`config.mk`:
```
export PLATFORM = sky130hd
export DESIGN_NAME = servo_drive_enable_sequencer
export DESIGN_NICKNAME = d
export VERILOG_FILES = /design/src/design/sdes_pkg.sv /design/src/design/servo_drive_enable_sequencer.sv /design/src/design/sdes_core.sv
export SDC_FILE = /design/constraint.sdc
export NUM_CORES = 1
export LEC_CHECK = 0
export BUFFER_PORTS_ARGS = -buffer_cell sky130_fd_sc_hd__clkbuf_2
export CAP_MARGIN = 25
export CORE_ASPECT_RATIO = 1.5
export CORE_MARGIN = 2
export CORE_UTILIZATION = 40
export DETAILED_ROUTE_END_ITERATION = 10
export HOLD_SLACK_MARGIN = 0.08
export PLACE_DENSITY = 0.55
export SLEW_MARGIN = 20
export SYNTH_ARGS = -nofsm -noshare
export SYNTH_HDL_FRONTEND = slang
export SYNTH_SLANG_ARGS = --single-unit
export TNS_END_PERCENT = 5
```
`constraint.sdc`:
```
create_clock -name i_clk -period 9.1 [get_ports i_clk]
set_input_delay 0.91 -clock i_clk [delete_from_list [all_inputs] [get_ports i_clk]]
set_output_delay 0.91 -clock i_clk [all_outputs]
set_load 0.02 [all_outputs]
```
`src/design/sdes_pkg.sv`:
```
package sdes_pkg;

    // phase codes
    localparam logic [2:0] PH_OFF   = 3'd0;
    localparam logic [2:0] PH_START = 3'd1;
    localparam logic [2:0] PH_READY = 3'd2;
    localparam logic [2:0] PH_OPER  = 3'd3;
    localparam logic [2:0] PH_FAULT = 3'd4;

    // status word bits
    localparam int unsigned ST_FAULT_BIT   = 3;
    localparam int unsigned ST_QSTOP_BIT   = 5;
    localparam int unsigned ST_NOTOP_BIT   = 6;
    localparam int unsigned ST_ARRIVED_BIT = 10;
    localparam logic [15:0] ST_READY_MASK  = 16'h004f;

    // low nibble patterns: switch-on ready, switched on, operation enabled
    localparam logic [3:0] PAT_ON_READY = 4'b0001;
    localparam logic [3:0] PAT_ON       = 4'b0011;
    localparam logic [3:0] PAT_ENABLED  = 4'b0111;

    // control word bits
    localparam logic [7:0] CW_START = 8'h01;
    localparam logic [7:0] CW_MAIN  = 8'h02;
    localparam logic [7:0] CW_QSTOP = 8'h04;
    localparam logic [7:0] CW_OPER  = 8'h08;
    localparam logic [7:0] CW_RESET = 8'h80;

    localparam logic [3:0] MODE_IDLE     = 4'd0;
    localparam logic [3:0] MODE_POSITION = 4'd8;

    localparam logic [15:0] TIMER_MAX = 16'hffff;

    localparam logic [15:0] RST_HOLD_OFF  = 16'd1000;
    localparam logic [15:0] RST_RELOAD    = 16'd800;
    localparam logic [19:0] RST_MOVE_STEP = 20'd1000;
    localparam logic [15:0] RST_TOLERANCE = 16'd100;

    typedef struct packed {
        logic [15:0] hold_off_cycles;
        logic [15:0] retry_reload;
        logic [19:0] move_step;
        logic [15:0] arrive_tolerance;
    } t_cfg;

    typedef struct packed {
        logic [2:0]         phase;
        logic [7:0]         ctl_bits;
        logic [3:0]         mode;
        logic signed [31:0] target;
        logic signed [31:0] last_target;
        logic [15:0]        last_status;
        logic [15:0]        cycle_timer;
        logic               first_cycle;
        logic               stop_sent;
    } t_seq_state;

endpackage

```
`src/design/servo_drive_enable_sequencer.sv`:
```
// Master-side enable sequencer for a servo drive, run once per bus cycle.
// Each input beat (status word, actual position, error code, stop request)
// is folded into the sequencer state in the cycle it is accepted, and the
// result beat (control word, mode, target, phase) is shown in the following
// cycle from the state registers themselves. One beat per clock is sustained: a
// new beat is taken whenever the result register is empty or is being taken
// in the same cycle, so a stall on the result side stalls the input side in
// that same cycle. The path that sets the clock is the 33-bit position error
// and tolerance compare that picks the next target. Configuration writes are
// registered and must be made while no result is pending.
module servo_drive_enable_sequencer
    import sdes_pkg::*;
(
    input  logic               i_clk,
    input  logic               i_rst_n,

    // configuration write port
    input  logic               i_cfg_we,
    input  logic [1:0]         i_cfg_index,
    input  logic [19:0]        i_cfg_data,

    // input channel
    input  logic               i_in_valid,
    output logic               o_in_stall,
    input  logic [15:0]        i_status_in,
    input  logic signed [31:0] i_position_in,
    input  logic [15:0]        i_drive_error,
    input  logic               i_stop_request,

    // result channel
    output logic               o_out_valid,
    input  logic               i_out_stall,
    output logic [7:0]         o_control_out,
    output logic [3:0]         o_mode_out,
    output logic signed [31:0] o_target_out,
    output logic [2:0]         o_phase_out
);

    // register indexes
    localparam logic [1:0] CFG_HOLD_OFF  = 2'd0;
    localparam logic [1:0] CFG_RELOAD    = 2'd1;
    localparam logic [1:0] CFG_MOVE_STEP = 2'd2;
    localparam logic [1:0] CFG_TOLERANCE = 2'd3;

    t_cfg       r_cfg;
    t_seq_state r_state;
    t_seq_state n_state;
    logic       r_out_valid;
    logic       in_take;

    // input beat may enter when the result slot is free or drains now
    assign o_in_stall = r_out_valid && i_out_stall;
    assign in_take    = i_in_valid && !o_in_stall;

    // configuration registers
    always_ff @(posedge i_clk) begin
        if (!i_rst_n) begin
            r_cfg.hold_off_cycles  <= RST_HOLD_OFF;
            r_cfg.retry_reload     <= RST_RELOAD;
            r_cfg.move_step        <= RST_MOVE_STEP;
            r_cfg.arrive_tolerance <= RST_TOLERANCE;
        end else if (i_cfg_we) begin
            unique case (i_cfg_index)
                CFG_HOLD_OFF:  r_cfg.hold_off_cycles  <= i_cfg_data[15:0];
                CFG_RELOAD:    r_cfg.retry_reload     <= i_cfg_data[15:0];
                CFG_MOVE_STEP: r_cfg.move_step        <= i_cfg_data;
                CFG_TOLERANCE: r_cfg.arrive_tolerance <= i_cfg_data[15:0];
                default:       r_cfg.hold_off_cycles  <= r_cfg.hold_off_cycles;
            endcase
        end
    end

    // next state for the beat at the input ports
    sdes_core u_core (
        .i_state        (r_state),
        .i_cfg          (r_cfg),
        .i_status_in    (i_status_in),
        .i_position_in  (i_position_in),
        .i_drive_error  (i_drive_error),
        .i_stop_request (i_stop_request),
        .o_state        (n_state)
    );

    // sequencer state doubles as the result register
    always_ff @(posedge i_clk) begin
        if (!i_rst_n) begin
            r_state.phase       <= PH_OFF;
            r_state.ctl_bits    <= 8'h00;
            r_state.mode        <= MODE_IDLE;
            r_state.target      <= 32'sd0;
            r_state.last_target <= 32'sd0;
            r_state.last_status <= 16'h0000;
            r_state.cycle_timer <= 16'h0000;
            r_state.first_cycle <= 1'b1;
            r_state.stop_sent   <= 1'b0;
            r_out_valid         <= 1'b0;
        end else begin
            if (in_take) begin
                r_state <= n_state;
            end
            if (in_take) begin
                r_out_valid <= 1'b1;
            end else if (!i_out_stall) begin
                r_out_valid <= 1'b0;
            end
        end
    end

    assign o_out_valid   = r_out_valid;
    assign o_control_out = r_state.ctl_bits;
    assign o_mode_out    = r_state.mode;
    assign o_target_out  = r_state.target;
    assign o_phase_out   = r_state.phase;

`ifndef ASSERT_OFF
    // every accepted beat yields a result beat next cycle
    a_take_gives_result: assert property (@(posedge i_clk) disable iff (!i_rst_n)
        in_take |=> r_out_valid)
        else $error("accepted beat produced no result");

    // a held result blocks the input side
    a_no_overwrite: assert property (@(posedge i_clk) disable iff (!i_rst_n)
        (r_out_valid && i_out_stall) |=> (r_out_valid && $stable(r_state)))
        else $error("pending result overwritten");

    // stop is latched for good
    a_stop_sticky: assert property (@(posedge i_clk) disable iff (!i_rst_n)
        r_state.stop_sent |=> r_state.stop_sent)
        else $error("stop latch released");

    // only idle or position mode is ever sent
    a_mode_legal: assert property (@(posedge i_clk) disable iff (!i_rst_n)
        (r_state.mode == MODE_IDLE) || (r_state.mode == MODE_POSITION))
        else $error("illegal mode");

    // phase stays within the defined codes
    a_phase_legal: assert property (@(posedge i_clk) disable iff (!i_rst_n)
        r_state.phase <= PH_FAULT)
        else $error("illegal phase");
`endif

endmodule

```
`src/design/sdes_core.sv`:
```
module sdes_core
    import sdes_pkg::*;
(
    input  t_seq_state         i_state,
    input  t_cfg               i_cfg,
    input  logic [15:0]        i_status_in,
    input  logic signed [31:0] i_position_in,
    input  logic [15:0]        i_drive_error,
    input  logic               i_stop_request,
    output t_seq_state         o_state
);

    logic               not_rdy;
    logic               low_ok;
    logic               lp_on_ready;
    logic               lp_on;
    logic               lp_enabled;
    logic               st_fault;
    logic [15:0]        timer_inc;
    logic signed [32:0] pos_diff;
    logic [32:0]        pos_err;
    logic               arrived;

    assign not_rdy     = (i_status_in & ST_READY_MASK) == 16'h0000;
    assign low_ok      = !i_status_in[ST_NOTOP_BIT] && i_status_in[ST_QSTOP_BIT];
    assign lp_on_ready = low_ok && (i_status_in[3:0] == PAT_ON_READY);
    assign lp_on       = low_ok && (i_status_in[3:0] == PAT_ON);
    assign lp_enabled  = low_ok && (i_status_in[3:0] == PAT_ENABLED);
    assign st_fault    = i_status_in[ST_FAULT_BIT];

    assign timer_inc = (i_state.cycle_timer < TIMER_MAX) ? i_state.cycle_timer + 16'd1
                                                         : i_state.cycle_timer;

    // exact distance from last target
    assign pos_diff = 33'(i_position_in) - 33'(i_state.last_target);
    assign pos_err  = pos_diff[32] ? 33'(-pos_diff) : 33'(pos_diff);
    assign arrived  = i_status_in[ST_ARRIVED_BIT]
                      && (pos_err < {17'd0, i_cfg.arrive_tolerance});

    always_comb begin
        o_state             = i_state;
        o_state.first_cycle = 1'b0;
        o_state.last_status = i_status_in;
        o_state.cycle_timer = timer_inc;

        // status change handling
        if (!i_state.first_cycle && (i_status_in != i_state.last_status)) begin
            if (not_rdy) begin
                o_state.phase = PH_OFF;
            end else if (st_fault || lp_on_ready || lp_on || lp_enabled) begin
                o_state.phase = i_state.phase;
            end else if (!i_status_in[ST_NOTOP_BIT] && !i_status_in[ST_QSTOP_BIT]) begin
                o_state.phase = PH_FAULT;
            end
        end

        if ((i_drive_error != 16'h0000) || st_fault) begin
            o_state.ctl_bits = CW_RESET;
        end else begin
            o_state.ctl_bits = i_state.ctl_bits & ~CW_RESET;
        end

        if (timer_inc > i_cfg.hold_off_cycles) begin
            if (i_stop_request || i_state.stop_sent) begin
                if (!i_state.stop_sent) begin
                    o_state.stop_sent = 1'b1;
                    o_state.mode      = MODE_IDLE;
                    o_state.ctl_bits  = o_state.ctl_bits
                                        & ~(CW_START | CW_OPER | CW_QSTOP | CW_RESET);
                    if (lp_on_ready) begin
                        o_state.ctl_bits = o_state.ctl_bits & ~CW_MAIN;
                    end else begin
                        o_state.ctl_bits = o_state.ctl_bits | CW_MAIN;
                    end
                end
            end else begin
                case (o_state.phase)
                    PH_OFF: begin
                        o_state.mode        = MODE_IDLE;
                        o_state.ctl_bits    = o_state.ctl_bits | CW_MAIN | CW_QSTOP;
                        o_state.cycle_timer = i_cfg.retry_reload;
                        if (!not_rdy) o_state.phase = PH_START;
                    end
                    PH_START: begin
                        o_state.ctl_bits    = o_state.ctl_bits | CW_START;
                        o_state.cycle_timer = i_cfg.retry_reload;
                        if (lp_on) o_state.phase = PH_READY;
                    end
                    PH_READY: begin
                        o_state.ctl_bits    = o_state.ctl_bits | CW_OPER;
                        o_state.cycle_timer = i_cfg.retry_reload;
                        if (lp_enabled) begin
                            o_state.phase       = PH_OPER;
                            o_state.target      = i_position_in;
                            o_state.last_target = i_position_in;
                            o_state.mode        = MODE_POSITION;
                        end
                    end
                    PH_OPER: begin
                        if (arrived) begin
                            o_state.target      = i_position_in + 32'(i_cfg.move_step);
                            o_state.last_target = i_state.last_target
                                                  + 32'(i_cfg.move_step);
                        end
                    end
                    default: begin
                        // fault and unused codes wait for a not-ready status
                    end
                endcase
            end
        end
    end

endmodule
```
=== Word-level counts from Yosys, hierarchy flattened ===
Cells that the tools add are included.

* Register bits after elaboration: 182
* Bits of input ports: 92
* Output and inout bits: 49
* Logic and storage cells: 96

* Add/sub/neg operators: 5
* $lt $le $gt $ge: 3
* Equality and inequality tests: 15
* Muxes and demuxes: 26
* Bitwise logic cells: 1
* Reductions and logical operators: 32

{| class="wikitable"
|+ Operators by type and width
! cell !! number
|-
| 64-bit two-way mux || 2
|-
| 64-bit one-hot mux with 2 select lines || 1
|-
| 79-bit two-way mux || 1
|-
| 68-bit two-way mux || 1
|-
| 32-bit by 20-bit adder with 32-bit output || 2
|-
| 16-bit two-way mux || 4
|-
| 33-bit by 16-bit less-than comparator with 1-bit output || 1
|-
| 33-bit two-way mux || 1
|-
| 33-bit negator || 1
|-
| 11-bit one-hot mux with 3 select lines || 1
|-
| 32-bit by 32-bit subtractor with 33-bit output || 1
|-
| 12-bit two-way mux || 2
|-
| 3-bit two-way mux || 8
|-
| 16-bit by 1-bit adder with 16-bit output (second input constant) || 1
|-
| 16-bit > comparator || 1
|-
| 16-bit zero test || 1
|-
| 16-bit less-than comparator (second input constant) || 1
|-
| 16-bit inequality test || 1
|-
| 16-bit nonzero test || 1
|-
| 1-bit logical AND || 9
|-
| 8-bit two-way mux || 1
|-
| 4-bit one-hot mux with 2 select lines || 1
|-
| 2-bit AND reduction || 4
|-
| 3-bit by 2-bit == test with 1-bit output (second input constant) || 2
|-
| 22 further kinds || 33
|}

=== Logic depth before layout (Yosys ltp) ===
* Depth in word-level cells: 14
* Gate-level depth with buffers: 30
* Depth with buffers taken out: 26

=== Hierarchy ===
From an unflattened synthesis, not the netlist that was laid out.

* Cells, all modules: 2106
* Area total of the unflattened synthesis: 16067.9 um2

{| class="wikitable"
|+ Modules (own cells, without submodules)
! module !! times used !! cells each !! area each (um2) !! seq. area each (um2)
|-
| sdes_core || 1 || 1311 || 8654.6 || 0.0
|-
| servo_drive_enable_sequencer || 1 || 795 || 7413.4 || 3643.5
|}

=== Worst setup path before layout ===
No wires, ideal clock.

* Path type: input -> register
* From: in i_position_in[0]
* To: reg r_state (netlist bit o_target_out[10])
* Setup time: 0.128 ns
* Arrival: 6.565 ns
* Data required time: 8.972 ns
* Setup slack: 2.407 ns
* Stages: 30
* Path buffers: 4
* Cells stage by stage: inv_1 -> ha_1 -> fa_1 -> and2b_1 -> o2111ai_4 -> a21oi_1 -> o21ba_2 -> nor2_1 -> o21ai_0 -> a41o_1 -> clkbuf_1 -> clkbuf_1 -> nor2_1 -> xnor2_1 -> ha_1 -> a21o_1 -> a211oi_1 -> o211ai_1 -> a211oi_1 -> nand4b_1 -> nor2_1 -> a41oi_1 -> a2111o_1 -> or3_1 -> nor4_1 -> o22a_1 -> buf_4 -> buf_4 -> mux2i_1 -> nor2_1

* Longest elaborated chain between the ends: 7
* Elaborated cells between the ends (all ways): 10
* Those cells by class: 3 x add/sub; 1 x order compare; 1 x eq/ne; 3 x mux; 2 x reduce/logical

{| class="wikitable"
|+ Ends and longest elaborated chain
! what !! line !! text
|-
| from (decl) || servo_drive_enable_sequencer.sv:26 || <nowiki>input logic signed [31:0] i_position_in,</nowiki>
|-
| 32-bit by 32-bit subtractor with 33-bit output || sdes_core.sv:35 || <nowiki>assign pos_diff = 33'(i_position_in) - 33'(i_state.last_target);</nowiki>
|-
| 33-bit negator || sdes_core.sv:36 || <nowiki>assign pos_err = pos_diff[32] ? 33'(-pos_diff) : 33'(pos_diff);</nowiki>
|-
| 33-bit two-way mux || sdes_core.sv:36 ||
|-
| 33-bit by 16-bit less-than comparator with 1-bit output || sdes_core.sv:38 || <nowiki>&& (pos_err < {17'd0, i_cfg.arrive_tolerance});</nowiki>
|-
| 1-bit logical AND || sdes_core.sv:38 ||
|-
| 2-bit by 1-bit inequality test with 1-bit output (no line) || -- ||
|-
| 6-bit AND reduction (no line) || -- ||
|-
| to (signal assigned) || servo_drive_enable_sequencer.sv:99 || <nowiki>r_state <= n_state;</nowiki>
|-
| to (decl) || servo_drive_enable_sequencer.sv:46 || <nowiki>t_seq_state r_state;</nowiki>
|}

Several ways; a longest one is shown, not always the timed one. The select of a mux whose other input is x is not followed.
A chain may end at the register's enable or synchronous reset.

=== Worst setup path in the final report ===
* From: in i_position_in[0]
* To: reg r_state[38] in the netlist's numbering

* Longest elaborated chain between the ends: 7

{| class="wikitable"
|+ Ends and longest elaborated chain
! what !! line
|-
| 32-bit by 32-bit subtractor with 33-bit output * || sdes_core.sv:35
|-
| 33-bit negator || sdes_core.sv:36
|-
| 33-bit two-way mux * || sdes_core.sv:36
|-
| 33-bit by 16-bit less-than comparator with 1-bit output * || sdes_core.sv:38
|-
| 1-bit logical AND * || sdes_core.sv:38
|-
| 2-bit by 1-bit inequality test with 1-bit output (no line) * || --
|-
| 6-bit AND reduction (no line) * || --
|}

Every way passes the cells marked *; elsewhere a longest branch is shown, timed or not.

==> impl_metrics.json <==
{
  "synth_top_area_share_pct": 24.3,
  "final_common_cell": "nand2_1",
  "hp-class": "reg2reg",
  "synth-main-ff-cell": "dfxtp_1",
  "setup_viol": 0,
  "route.met3.wl_um": 1870,
  "grt_pass1_vias": 13825,
  "synth_enable_flop_cells": 0,
  "dp_slack_ns": 1.73,
  "rsz0062_at_grt": "false",
  "ys_top_cells_by_area": "dfxtp_1 (24%), ha_1 (9.1%), nand2_1 (7.5%)",
  "cp_max_fo": 54,
  "mostFrequentLayoutCells": "nand2_1 (290), dfxtp_1 (176), a21oi_1 (175), nor2_1 (146), clkbuf_2 (134)",
  "end_kind": "register",
  "post-route-util_pct": 43.9,
  "synthSimpleGateAreaFrac_pct": 23.9,
  "drc_errors": 0,
  "grt_usage_pct": 25.2,
  "tns_ns": 0,
  "critPathKind": "in2reg",
  "dr.pass1.iters": 5,
  "reg2reg_slack_ns": 2.33,
  "die_w_um": 159,
  "grt_max_degree": 92,
  "syn2layout_area_growth_pct": 8.69,
  "cts.sink_count": 176,
  "netlist_area_um2": 14500,
  "clk_pin_slew_ns": 0.07,
  "post_cts.repair.setup_buffers": 0,
  "fin_cells": 2440,
  "syn_inst": 1912,
  "cts_buffers": 17,
  "irDropWorstVdd_uv": 105,
  "start_util_pct": 40.4,
  "synth_top_area_cell": "dfxtp_1",
  "max_slew_margin_pct": 43.5,
  "viasPerCell": 5.75,
  "critPathRequiredTime_ns": 9.41,
  "synth_compound_gate_area_share_pct": 27.6,
  "dp_cells": 2407,
  "grt.overflow.total": 0,
  "worst_pin_slew_ns": 0.842,
  "setup_ws_ns": 2.06,
  "seq_area_frac_synth_pct": 24.3,
  "drive_gt1_share_pct": 13.1,
  "antenna_left": 0,
  "synth-async-reset-ratio_pct": 0,
  "crit_top_cell": "nor2_1",
  "finalCriticalPeriod_ns": 7.04,
  "ys_seq_elements": 176,
  "clkLatencyLatePin_ns": 0.46,
  "synth_xor_area_share_pct": 5.98,
  "grt_pass1_wl_um": 75200,
  "wl_met1_um": 18900,
  "hold_ws_ns": 0.446,
  "power_density_nw_per_um2": 131,
  "io_pins": 141,
  "core_area_um2": 35800,
  "fin_crit_sh_pct": 77.3,
  "num_vias": 14027,
  "synthAdderAreaFrac_pct": 9.49,
  "gp_congestion": 0.926,
  "startpoint_type": "input pin",
  "die_h_um": 237,
  "worst-endpoint-arrival_ns": 7.35,
  "cpPeakStageDelay_ns": 0.44,
  "hold_violations": 0,
  "yosysWarnings": 0,
  "wire_per_inst_um": 19.6,
  "clockRootBuffer": "clkbuf_16",
  "skew_ns": 0.0144,
  "highest_layer": "met5",
  "dieArea_um2": 37800,
  "cts_tree": "yes",
  "port_buffers": 134,
  "synth_top_family_by_area": "compound AO/OA/AOI/OAI gates",
  "avgSynthCellArea_um2": 7.58,
  "htreeDepth": 4,
  "dpl.hpwl_um": 36900,
  "finalNetCount": 2148,
  "ctsLongestPathBuffers": 2,
  "cpMaxStageDelayCell": "fa_1",
  "drtIter0Drc": 775,
  "p_leak_nw": 6.62,
  "outcome": "finished, final reports clean",
  "slew_viol_final": 0,
  "dr_wl_met2_um": 25000,
  "antenna_found_initial": 2,
  "yosysUniqueCellTypes": 110,
  "rows": 85,
  "cts-resized-gates": 0,
  "postCtsHoldBufs": 0,
  "yosys-mux-area-fraction_pct": 0.717,
  "fmax_mhz": 142,
  "wirelength_um": 47800,
  "cap_violations": 0
}
[cell families (layout without fill, tap and decap cells)]
logic type	count (synthesis)	count (layout)
multiplexers	10	10
adder cells (fa/ha/maj)	108	108
flip-flops	176	176
buffers and inverters	240	284
AND/OR/NAND/NOR	720	720
other	1	7
XOR/XNOR	98	98
AO/OA/AOI/OAI	559	559
[power by group]
group | switching [mW] | internal [mW] | total, mW | leakage [nW]
clock | 0.350 | 0.423 | 0.773 | 0.283
combinational | 0.307 | 0.175 | 0.482 | 4.90
sequential | 0.0188 | 0.793 | 0.812 | 1.43
total | 0.676 | 1.39 | 2.07 | 6.62
[worst max-delay path: cells and delay by family]
family	cells	cell delay, ns
buffers and inverters	4	0.66
AO/OA/AOI/OAI	12	2.87
XOR/XNOR	1	0.15
AND/OR/NAND/NOR	8	1.48
adder cells (fa/ha/maj)	3	0.99
multiplexers	1	0.22
[final timing paths]
path                            startpoint                        to  cells past startpoint
setup / recovery          i_position_in[0]  r_state[38]$_SDFFE_PN0P_                     29
hold / removal     r_state[1]$_SDFFE_PN1P_   r_state[1]$_SDFFE_PN1P_                      2
setup reg to reg  r_state[34]$_SDFFE_PN0P_  r_state[38]$_SDFFE_PN0P_                     27
hold reg to reg    r_state[1]$_SDFFE_PN1P_   r_state[1]$_SDFFE_PN1P_                      2
[final cells by class]
| class | count | area, um^2 |
|---|---|---|
| clock buffer | 22 | 464 |
| timing repair buffer | 150 | 807 |
| sequential | 176 | 3520 |
| clock inverter | 10 | 126 |
| tap | 478 | 598 |
| antenna | 1 | 2.50 |
| inverter | 102 | 385 |
| fill | 3776 | 20100 |
| multi-input combinational | 1501 | 9840 |
[sequential cells by signal, indices dropped and copies added, names as in the netlist]
register / count
o_phase_out: 3
r_cfg: 68
o_control_out: 5
r_state: 66
o_target_out: 32
o_out_valid: 1
o_mode_out: 1
[cell usage after synthesis (6+ instances only)]
cell type and instances:
nor2b_1 15, buf_2 11, o22ai_1 7, xor2_1 51
mux2i_1 7, nand2b_1 13, a311oi_1 6, o21bai_1 7
buf_4 53, a31o_2 7, nor2_1 147, xnor2_1 46
clkbuf_1 63, and4_1 6, a211oi_1 17, nand3_1 50
a21oi_1 175, and2_1 18, or2_2 7, and3_1 18
a211oi_2 16, a21o_1 34, o211ai_1 46, a31oi_1 11
a21boi_0 7, o21ai_0 63, or4_1 6, dfxtp_1 176
nand2_1 290, ha_1 105, o31ai_1 16, or3_1 20
buf_6 6, nand4_1 33, o211a_1 35, inv_1 101
o21ai_1 11, nor4_1 18, nor3_1 41, o21a_1 15
o41ai_1 6
[per-layer routing]
layer / up-vias / global-route usage (%)
met1: 6632 / 27.3
met2: 363 / 47.7
met4: 2 / 11.6
met3: 107 / 4.06
met5: - / 0
li1: 6923 / -
[per-stage QoR]
| stage | instance area [um^2] | total power, mW |
|---|---|---|
| after floorplan | 14500 | 1.16 |
| after global placement | 15100 | 1.30 |
| after detailed placement | 15100 | 1.31 |
| after CTS | 15700 | 2.08 |
| after global routing | 15700 | 2.17 |
| final | 15700 | 2.07 |
(Power assumes the default switching activity.)
